==> src/rtl/stwc_pkg.sv <==
package stwc_pkg;

   // Field widths fixed by the pixel stream format.
   localparam int PIX_W   = 8;
   localparam int ROW_W   = 11;
   localparam int OCOL_W  = 10;
   localparam int SIZE_W  = 11;
   localparam int SIM_W   = 5;
   localparam int BRI_W   = 6;
   localparam int CSR_IDX_W = 3;
   localparam int CSR_DATA_W = 11;

   // Four stored lines travel together as one memory word.
   localparam int LINES  = 4;
   localparam int WORD_W = LINES * PIX_W;

   // Window geometry.
   localparam int WIN    = 5;
   localparam int CENTRE = 2;

   // Register defaults after reset.
   localparam logic [SIZE_W-1:0] FRAME_WIDTH_RST  = 11'd640;
   localparam logic [SIZE_W-1:0] FRAME_HEIGHT_RST = 11'd480;
   localparam logic [PIX_W-1:0]  MIN_LEVEL_RST    = 8'd72;
   localparam logic [PIX_W-1:0]  NEAR_BAND_RST    = 8'd18;
   localparam logic [PIX_W-1:0]  FAR_BAND_RST     = 8'd36;
   localparam logic [SIM_W-1:0]  MAX_SIMILAR_RST  = 5'd8;
   localparam logic [BRI_W-1:0]  MAX_BRIGHTER_RST = 6'd32;

   // Register indexes.
   typedef enum logic [CSR_IDX_W-1:0] {
      CSR_FRAME_WIDTH  = 3'd0,
      CSR_FRAME_HEIGHT = 3'd1,
      CSR_MIN_LEVEL    = 3'd2,
      CSR_NEAR_BAND    = 3'd3,
      CSR_FAR_BAND     = 3'd4,
      CSR_MAX_SIMILAR  = 3'd5,
      CSR_MAX_BRIGHTER = 3'd6
   } csr_index_type;

   typedef struct packed {
      logic [PIX_W-1:0] pixel;
      logic             frame_start;
   } req_payload_type;

   typedef struct packed {
      logic              is_target;
      logic [ROW_W-1:0]  out_row;
      logic [OCOL_W-1:0] out_col;
   } rsp_payload_type;

   // Control handed to every window cell.
   typedef struct packed {
      logic shift_en;
      logic cmp_en;
   } cell_ctrl_type;

endpackage

==> src/rtl/stwc_cell.sv <==
module stwc_cell (
   input  logic                        clock,
   input  logic                        reset,
   input  stwc_pkg::cell_ctrl_type     ctrl,
   input  logic [stwc_pkg::PIX_W-1:0]  pix_in,
   input  logic [stwc_pkg::PIX_W-1:0]  centre,
   input  logic [stwc_pkg::PIX_W-1:0]  band,
   output logic [stwc_pkg::PIX_W-1:0]  pix_out,
   output logic                        brighter,
   output logic                        similar
);

   localparam int DW = stwc_pkg::PIX_W + 2;

   logic [stwc_pkg::PIX_W-1:0] pix_ff;
   logic                       brighter_ff;
   logic                       brighter_in;
   logic                       similar_ff;
   logic                       similar_in;
   logic signed [DW-1:0]       diff;
   logic signed [DW-1:0]       band_s;

   // Pixel shifts in from the neighbor on the right once per window step.
   always_ff @(posedge clock) begin
      if (reset) begin
         pix_ff <= '0;
      end else if (ctrl.shift_en) begin
         pix_ff <= pix_in;
      end
   end

   // Compare against the window center: brighter, and strictly inside the band.
   always_comb begin
      diff        = $signed({2'b00, pix_ff}) - $signed({2'b00, centre});
      band_s      = $signed({2'b00, band});
      brighter_in = (diff > $signed(DW'(0)));
      similar_in  = (diff < band_s) && ((-diff) < band_s);
   end

   always_ff @(posedge clock) begin
      if (ctrl.cmp_en) begin
         brighter_ff <= brighter_in;
         similar_ff  <= similar_in;
      end
   end

   assign pix_out  = pix_ff;
   assign brighter = brighter_ff;
   assign similar  = similar_ff;

endmodule

==> config.mk <==
export PLATFORM = sky130hd
export DESIGN_NAME = stwc_cell
export DESIGN_NICKNAME = d
export VERILOG_FILES = /design/src/rtl/stwc_pkg.sv /design/src/rtl/stwc_cell.sv
export SDC_FILE = /design/constraint.sdc
export NUM_CORES = 1
export LEC_CHECK = 0
export BUFFER_PORTS_ARGS = -buffer_cell sky130_fd_sc_hd__buf_2
export CAP_MARGIN = 20
export CORE_UTILIZATION = 25
export CTS_CLUSTER_DIAMETER = 80
export DETAILED_ROUTE_END_ITERATION = 10
export SLEW_MARGIN = 20
export SYNTH_ARGS = -nofsm -noshare
export SYNTH_HDL_FRONTEND = slang
export SYNTH_SLANG_ARGS = --single-unit
==> constraint.sdc <==
create_clock -name clock -period 8.95 [get_ports clock]
set_input_delay 0 -clock clock [delete_from_list [all_inputs] [get_ports clock]]
set_output_delay 0 -clock clock [all_outputs]
set_load 0.03 [all_outputs]
# Word level (Yosys, flattened, before mapping)

Index checks and enable logic that the tools add are counted.

Word-level logic and storage cells: 9
Register bits: 10

Magnitude comparators: 3
$add $sub $neg: 2
Reductions and logical operators: 1

Operator list:

| cell                 | count |
|---|---|
| $lt A10 B9 Y1        | 1 |
| $neg A9 Y10          | 1 |
| $gt A9 B1 Y1 const B | 1 |
| $lt A9 B9 Y1         | 1 |
| $sub A8 B8 Y9        | 1 |
| $logic_and A1 B1 Y1  | 1 |

# Logic depth before layout (Yosys ltp)

Gate-level depths: netlist of the first run.

Word-level depth: 4
Mapped depth: 17
Gate-level depth less buffers: 17

# Worst setup path before layout of the first run

OpenSTA, ideal clock, no wires.

Path kind: register to register
From: register pix_ff (netlist bit pix_out[0])
To: register similar_ff (netlist: similar) (data pin)
Buffers on the path: 0
Data arrival time: 3.422 ns
Setup slack: 5.264 ns
Period minus slack after synthesis: 3.686 ns
Cell stages (with the launch flop): 15
Cells stage by stage: dfxtp_1 inv_1 ha_1 inv_1 fa_1 a211oi_2 nor2_1 xor2_1 or3_1 or4_1 ha_1 nor3b_1 a41o_1 mux2_2 o41a_1

Word-level cells in the longest chain between the ends: 4

RTL lines:

| what                   | line            | text |
|---|---|---|
| start, declared        | stwc_cell.sv:15 | `logic [stwc_pkg::PIX_W-1:0] pix_ff;` |
| start signal, assigned | stwc_cell.sv:28 | `pix_ff <= pix_in;` |
| $sub A8 B8 Y9 *        | stwc_cell.sv:34 | `diff = $signed({2'b00, pix_ff}) - $signed({2'b00, centre});` |
| $neg A9 Y10            | stwc_cell.sv:37 | `similar_in = (diff < band_s) && ((-diff) < band_s);` |
| $lt A10 B9 Y1          | stwc_cell.sv:37 |  |
| $logic_and A1 B1 Y1 *  | stwc_cell.sv:37 |  |
| net similar_in         | stwc_cell.sv:19 | `logic similar_in;` |
| end signal, assigned   | stwc_cell.sv:43 | `similar_ff <= similar_in;` |
| end, declared          | stwc_cell.sv:18 | `logic similar_ff;` |

The timed path passes the listed nets; every way through them passes the cells marked *.
A chain may end at the register's enable or synchronous reset.

# Final worst setup path of the first run

Ends and elaborated chain as after synthesis.

==> results of run 1 <==
-- cell families (layout without fill, tap and decap cells) --
logic type,Yosys count,after routing,synth area share
DFF,10,10,0.1901
xor gates and xnor gates,10,10,0.07559
buffers and inverters,21,66,0.06803
AOI/OAI and AO/OA,27,27,0.1685
and+or+nand+nor,34,34,0.1426
muxes,9,9,0.07884
adders and majority gates,25,25,0.2765
-- worst reg2reg max path: cells and delay by family (launching register included) --
family	cells	cell delay, ns
flops	1	0.33
buf+inv	2	0.12
fa+ha+maj	3	0.86
simple gates	4	1.13
mux	1	0.26
compound gates	3	0.61
xor+xnor	1	0.17
-- synthesized netlist by cell type (2+ instances only) --
cell      count  area, um^2
ha_1         24       300.3
mux2i_1       8       80.08
edfxtp_1      2       60.06
o21ai_0       8       40.04
nor3b_1       2       15.01
a21oi_1       4       20.02
nand3_1       3       15.01
nand2b_1      2       12.51
inv_1        19       71.32
nand2_1       2       7.510
a211oi_1      2       15.01
xor2_1        4       35.03
nor2_1       17       63.81
dfxtp_1       8       160.2
a211oi_2      2       25.02
xnor2_1       6       52.55
-- worst paths after layout --
check,slack [ns],cells past startpoint,to,startpoint
hold / removal,0.004,3,pix_out[0],pix_in[0]
hold reg to reg,0.53,2,pix_out[4],pix_out[4]
setup / recovery,5.23,14,similar,pix_out[0]
setup reg to reg,5.23,14,similar,pix_out[0]
-- metal layers --
metal  track usage  wire length (um)  vias to the layer above
met1        0.1447              1280                      465
met5             0                 0                        -
li1              -                 -                      565
met3       0.02020               116                        4
met4       0.04444                32                        0
met2        0.1848              1141                       29
-- placed cells by master (no fill, tap or decap), types with 2 or more instances in the layout --
master and instances:
xnor2_1 6, nand2_1 2, ha_1 24, o21ai_0 8, dlygate4sd3_1 6, nand3_1 3
xor2_1 4, a21oi_1 4, a211oi_1 2, nand2b_1 2, nor2_1 17, dfxtp_1 8
edfxtp_1 2, mux2i_1 8, nor3b_1 2, inv_1 19, buf_2 37, clkbuf_8 3
a211oi_2 2
-- final cells by class --
class / count / area, um^2 / area share
Timing Repair Buffer: 43 / 245.2 / 0.1628
Tap cell: 52 / 65.06 / 0.04319
Sequential cell: 10 / 220.2 / 0.1462
Inverter: 19 / 71.32 / 0.04734
Multi-Input combinational cell: 105 / 859.6 / 0.5706
Clock buffer: 4 / 45.04 / 0.02990
-- metrics by stage --
step	setup slack (ns)	cells	hold WS, ns	utilization
finish	5.227	233	0.004194	0.3413
global route	4.934	233	0.02973	0.3413
CTS	5.230	233	0.001625	0.3413
detailed placement	5.238	223	0.2290	0.3175
global placement	5.311	223	0.2249	0.3175
floorplan	5.264	136	0.1125	-
-- sequential cells by signal (all words and copies together) (netlist names) --
register and cells:
pix_out 8, brighter 1, similar 1
-- power breakdown --
part | internal, mW | leakage, nW | switching [mW]
clock network | 0.0313 | 0.0228 | 0.0193
logic | 0.0479 | 0.677 | 0.0552
registers | 0.0504 | 0.0858 | 0.00217
==> flow_metrics.tcl, run 1 <==
set metrics [dict create \
    routed_wl_mm 2.570 \
    critPathBufInv 2 \
    cts_root_buf "clkbuf_8" \
    ys_ff_latch 10 \
    path_cells "inv_1 -> ha_1 -> inv_1 -> fa_1 -> a211oi_2 -> nor2_1 -> xor2_1 -> or3_1 -> or4_1 -> ha_1 -> nor3b_1 -> a41o_1 -> mux2_2 -> o41a_1" \
    synth_ff_type "dfxtp_1" \
    num_vias 1063 \
    ys_types 39 \
    crit_family "simple AND/OR/NAND/NOR gates" \
    port_buffers 37 \
    fin_crit_ns 3.723 \
    clk_pin_slew_ns 0.05 \
    critPathLaunchType "flop" \
    h-tree-depth 1 \
    dpl_cell_area_um2 1401 \
    critPathCaptureType "flop" \
    cts_made_buffers 3 \
    avgRoutedWirePerCell_um 11.03 \
    dr.pass1.iters 4 \
    worstPathRequired_ns 8.94 \
    core_area_um2 4414 \
    clk_path_buf_depth 2 \
    yosys_warnings 0 \
    timing.slew.headroom 0.6730 \
    fp.dieH_um 70.08 \
    nFillCells 475 \
    outcome "completed" \
    layout.nets 235 \
    hold_buffers 6 \
    insertion_delay_ns 0.24 \
    cts_tree "built" \
    die_w_um 70.08 \
    dp_hpwl_mm 2.166 \
    seq_area_frac_synth 0.1901 \
    rows 24 \
    crit_type "reg2reg" \
    power_leakage_nw 0.7852 \
    syn_nets 189 \
    post-route-period-util 0.4160 \
    slowest_stage "or4_1" \
    grt_pass1_vias 1086 \
    vdd_drop_max_v 0.00004844 \
    gp_congestion 0.7710 \
    clock_skew_ns 0.004925 \
    grt_pass1_wl_mm 4.512 \
    dieArea_um2 4911 \
    max_freq_mhz 268.6 \
    overflow 0 \
    io_pins 38 \
    insertedDiodeCount 0 \
    async_reset_ff_frac 0 \
    syn_inst 136 \
    worst_slew_pin_slew_ns 0.4871 \
    power_density_nw_per_um2 137.0 \
    initial_core_util 0.2625 \
    clock-sinks 10 \
    slowest_delay_ns 0.49 \
    report.final.slew_viol_count 0 \
    synth_area_um2 1159 \
    setup_viol 0 \
    drc 0 \
    cts_setup_buffers 0 \
    grt_max_degree 9 \
    cts.repair.resized 0 \
    drv_cap 0 \
    critical_path_arrival_ns 3.71 \
    avgSynthCellArea_um2 8.519 \
    drtIter0Drc 33 \
    antenna_found_initial 0 \
    path_max_fanout 4 \
    avgViaCountPerCell 4.562 \
    ant_nets 0 \
    synth-edff-count 2 \
    fin_setup_tns_ns 0 \
    power_uw 206.3 \
    finalHoldViolCount 0 \
    area_growth_syn_to_layout_pct 30.02 \
    design_area_um2 1506 \
    grtUsageTotal 0.1124 \
    rsz0062_at_grt "false" \
    hold_class "in2reg" \
    drive_above_1_share 0.2541 \
]
No activity file was read; power rests on OpenSTA's default activity.
==> run 2, diff against run 1 <==
clock period = 3.45 ns   (was 8.95 ns; I/O delays follow)
==> flow_metrics.tcl, run 2 (synthesis gave the netlist of run 1 again) <==
set metrics [dict create \
    power_leakage_nw 0.8135 \
    critical_path_arrival_ns 3.43 \
    cts_tree "built" \
    avgRoutedWirePerCell_um 10.37 \
    crit_type "reg2reg" \
    dpl.cell_count 228 \
    holdPathStages 3 \
    io_pins 38 \
    rr_startpoint "pix_out[0]" \
    power_uw 560.0 \
    max_freq_mhz 290.1 \
    gp_congestion 0.7512 \
    worstHoldEndpoint "pix_out[7]" \
    place_ws_ns -0.04261 \
    grt_max_degree 9 \
    avgViaCountPerCell 4.504 \
    drv_cap 0 \
    final_common_cell "buf_2" \
    rrSetupSlack_ns 0.003 \
    timing.slew.headroom 0.6674 \
    rsz0062_at_grt "true" \
    ant_nets 0 \
    report.final.slew_viol_count 0 \
    num_vias 1072 \
    critPathCaptureType "flop" \
    core_area_um2 4414 \
    min_from "pix_in[7]" \
    power_density_nw_per_um2 345.6 \
    overflow 0 \
    critPathLaunchType "flop" \
    grtUsageTotal 0.1030 \
    final_util 0.3671 \
    finalHoldViolCount 0 \
    r2r-end "similar" \
    worst_slew_pin_slew_ns 0.4953 \
    nFillCells 459 \
    routed_wl_mm 2.467 \
    antenna_found_initial 0 \
    cts_made_buffers 3 \
    insertedDiodeCount 0 \
    reg2reg_depth 14 \
    port_buffers 37 \
    post-route-period-util 0.9990 \
    drc 0 \
    vdd_drop_max_v 0.0001983 \
    clock_skew_ns 0.0003175 \
    layout.nets 240 \
    worst_slack_ns 0.003469 \
    stdcell_count 238 \
    hold_class "in2reg" \
    rows 24 \
    setup_viol 0 \
    die_w_um 70.08 \
    fp.dieH_um 70.08 \
    initial_core_util 0.2625 \
    clk_pin_slew_ns 0.05 \
    insertion_delay_ns 0.24 \
    fin_crit_ns 3.447 \
    worstPathRequired_ns 3.43 \
    dieArea_um2 4911 \
    clk_path_buf_depth 2 \
    mostFrequentLayoutCells "buf_2, ha_1, inv_1" \
    dr.pass1.iters 4 \
    area_growth_syn_to_layout_pct 39.85 \
    drtIter0Drc 14 \
    fin_setup_tns_ns 0 \
    largest_register_ffs 8 \
    clock-sinks 10 \
    grt_pass1_wl_mm 4.133 \
    dp_hpwl_mm 2.099 \
    drive_above_1_share 0.3656 \
    h-tree-depth 1 \
    path_max_fanout 3 \
    grt_pass1_vias 996 \
    cts_root_buf "clkbuf_8" \
    outcome "completed" \
    cts_setup_buffers 0 \
]
## run 2: worst max-delay path by stage
| stage | startpoint | endpoint | slack (ns) | cells past startpoint |
|---|---|---|---|---|
| after floorplan | pix_out[0] | similar | 0.03 | 14 |
| after global placement | pix_out[0] | similar | 0.01 | 14 |
| after detailed placement | pix_out[0] | similar | -0.04 | 14 |
| after CTS | pix_out[0] | similar | -0.05 | 14 |
| after global routing | pix_out[0] | similar | -0.12 | 14 |
| final | pix_out[0] | similar | 0.003 | 14 |
## run 2: area by class of cell
class / instances / area, um^2 / area share
Multi-Input combinational cell: 105 / 930.9 / 0.5745
Timing Repair Buffer: 48 / 282.8 / 0.1745
Sequential cell: 10 / 225.2 / 0.1390
Inverter: 19 / 71.32 / 0.04402
Tap cell: 52 / 65.06 / 0.04015
Clock buffer: 4 / 45.04 / 0.02780
## run 2: power by group
| group | switching (mW) | internal, mW |
|---|---|---|
| Sequential | 0.00523 | 0.131 |
| Combinational | 0.151 | 0.143 |
| Clock | 0.0484 | 0.0811 |
## run 2: what timing repair did
item,in CTS,in global routing
resized for setup,0,10
endpoints found under the hold margin,7,0
pin swaps,0,5
endpoints found under the setup margin,1,1
hold buffers,6,0
## run 2: per-layer routing
layer	wire, um	global-route usage	share of wire	vias to the layer above
met5	0	0	0	-
met4	29	0.04000	0.012	0
met3	108	0.02020	0.044	4
met2	1096	0.1699	0.44	25
met1	1232	0.1315	0.50	470
li1	-	-	-	573
## run 2: worst max-delay path: stages, from the launching register on
cell and delay (ns):
dfxtp_4 0.34, inv_2 0.06, ha_4 0.12, inv_2 0.03, fa_2 0.36, a211oi_4 0.28
nor2_2 0.08, xor2_2 0.16, or3_4 0.35, or4_4 0.44, ha_4 0.25, nor3b_1 0.13
a41o_1 0.21, mux2_2 0.26, o41a_1 0.10
## run 2: stage by stage
stage                     hold slack [ns]  instance area (um^2)
final                            0.003127                  1620
after global routing              0.01032                  1620
after CTS                        0.002475                  1567
after detailed placement           0.2243                  1461
after global placement             0.2255                  1461
after floorplan                    0.1125                  1181
==> run 3, diff against run 2 <==
CORE_UTILIZATION = 50   (was 25)
PLACE_DENSITY = 0.79   (was not set)
clock period = 3.2 ns   (was 3.45 ns; I/O delays follow)
==> flow_metrics.tcl, run 3 (synthesis gave the netlist of run 1 again) <==
set metrics [dict create \
    antenna_found_initial 0 \
    nFillCells 140 \
    power_uw 625.7 \
    grt.busiest_layer "met2" \
    mostFrequentLayoutCells "buf_2, ha_1, buf_4" \
    critPathLaunchType "flop" \
    insertedDiodeCount 0 \
    report.final.slew_viol_count 0 \
    clock_skew_ns 0.002501 \
    cts_root_buf "clkbuf_4" \
    largest_register_ffs 8 \
    final_common_cell "buf_2" \
    clk_pin_slew_ns 0.07 \
    avgRoutedWirePerCell_um 12.81 \
    vdd_drop_max_v 0.0003545 \
    holdPathStages 3 \
    drive_above_1_share 0.3941 \
    num_vias 1192 \
    dpl.cell_count 214 \
    core_area_um2 2191 \
    violations "hold timing, setup timing" \
    timing.slew.headroom 0.7845 \
    setup_viol 1 \
    outcome "finished with violations" \
    fin_setup_tns_ns -0.2975 \
    dp_hpwl_mm 2.231 \
    grt_use_met2 0.4733 \
    avgViaCountPerCell 5.160 \
    crit_type "reg2reg" \
    place_ws_ns -0.3454 \
    port_buffers 37 \
    routed_wl_mm 2.958 \
    max_freq_mhz 285.9 \
    grtUsageTotal 0.2605 \
    stdcell_count 231 \
    area_growth_syn_to_layout_pct 47.41 \
    initial_core_util 0.5288 \
    io_pins 38 \
    dieArea_um2 2514 \
    rows 17 \
    dr.pass1.iters 4 \
    worstPathRequired_ns 3.22 \
    drc 0 \
    clk_path_buf_depth 2 \
    fin_hold_ws_ns -0.004777 \
    cts_made_buffers 3 \
    critPathCaptureType "flop" \
    die_w_um 50.14 \
    insertion_delay_ns 0.27 \
    worst_slack_ns -0.2975 \
    worst_slew_pin_slew_ns 0.3199 \
    clock-sinks 10 \
    grtUsageMet3 0.03939 \
    power_density_nw_per_um2 366.4 \
    post-route-period-util 1.093 \
    grt_pass1_wl_mm 4.933 \
    critical_path_arrival_ns 3.52 \
    fp.dieH_um 50.14 \
    grt_max_degree 9 \
    reg2reg_depth 16 \
    path_max_fanout 3 \
    drtIter0Drc 19 \
    ant_nets 0 \
    fin_crit_ns 3.498 \
    finalHoldViolCount 1 \
    h-tree-depth 1 \
    gp_congestion 0.8315 \
    grt_pass1_vias 1191 \
    drv_cap 0 \
    hold_class "in2reg" \
    layout.nets 257 \
    overflow 0 \
    power_leakage_nw 0.8948 \
    gr-usage-met1 0.2881 \
    cts_tree "built" \
    rsz0062_at_grt "true" \
]
## run 3: changes by cell type in the layout (fill, tap and decap cells not counted), sizes merged
cell	change
buf	+13
dlygate4sd3	+4
## run 3: stage by stage
stage | area [um^2] | utilization
6_report | 1708 | 0.7796
5_1_grt | 1708 | 0.7796
4_1_cts | 1682 | 0.7676
2_1_floorplan | 1181 | -
3_5_place_dp | 1506 | 0.6876
3_3_place_gp | 1506 | 0.6876
## run 3: worst paths after layout
path	startpoint	to	slack, ns
worst min register to register	pix_out[7]	pix_out[7]	0.55
worst min-delay path	pix_in[5]	pix_out[5]	-0.005
worst max register to register	pix_out[0]	similar	-0.30
worst max-delay path	pix_out[0]	similar	-0.30
## run 3: report_power, final
group	internal, mW	leakage (nW)	total, mW	switching (mW)
Combinational	0.182	0.787	0.363	0.181
Clock	0.0692	0.0210	0.117	0.0480
Sequential	0.140	0.0868	0.146	0.00557
## run 3: layout make-up
| type | count | area [um^2] | area share |
|---|---|---|---|
| multi-input cells | 105 | 919.6 | 0.5385 |
| well taps | 28 | 35.03 | 0.02051 |
| clock buffers | 4 | 36.28 | 0.02125 |
| inverters | 19 | 71.32 | 0.04176 |
| flip-flops and latches | 10 | 225.2 | 0.1319 |
| repair buffers | 65 | 420.4 | 0.2462 |
## run 3: worst max-delay path, cell delays in order (launching register included)
cell and delay, ns:
dfxtp_4 0.34, inv_2 0.05, ha_4 0.13, inv_2 0.03, fa_2 0.35, a211oi_2 0.22
buf_4 0.14, buf_4 0.09, o21bai_1 0.09, a211oi_2 0.22, a21oi_2 0.08, or4_4 0.57
ha_4 0.23, nor3b_1 0.13, a41o_1 0.21, mux2_2 0.26, o41a_1 0.11
## run 3: metal layers
layer | wire length [um] | part of all wire | vias up
met5 | 0 | 0 | -
met4 | 53 | 0.018 | 0
met3 | 114 | 0.039 | 6
met2 | 1572 | 0.53 | 33
met1 | 1217 | 0.41 | 538
li1 | - | - | 615
## run 3: timing repair
| item | CTS | global route |
|---|---|---|
| setup buffers | 3 | 0 |
| pin swaps | 6 | 3 |
| hold buffers | 10 | 0 |
| endpoints found under the setup margin | 1 | 1 |
| hold endpoints to repair | 9 | 0 |
| cloned | 0 | 0 |
| resized for setup | 2 | 6 |
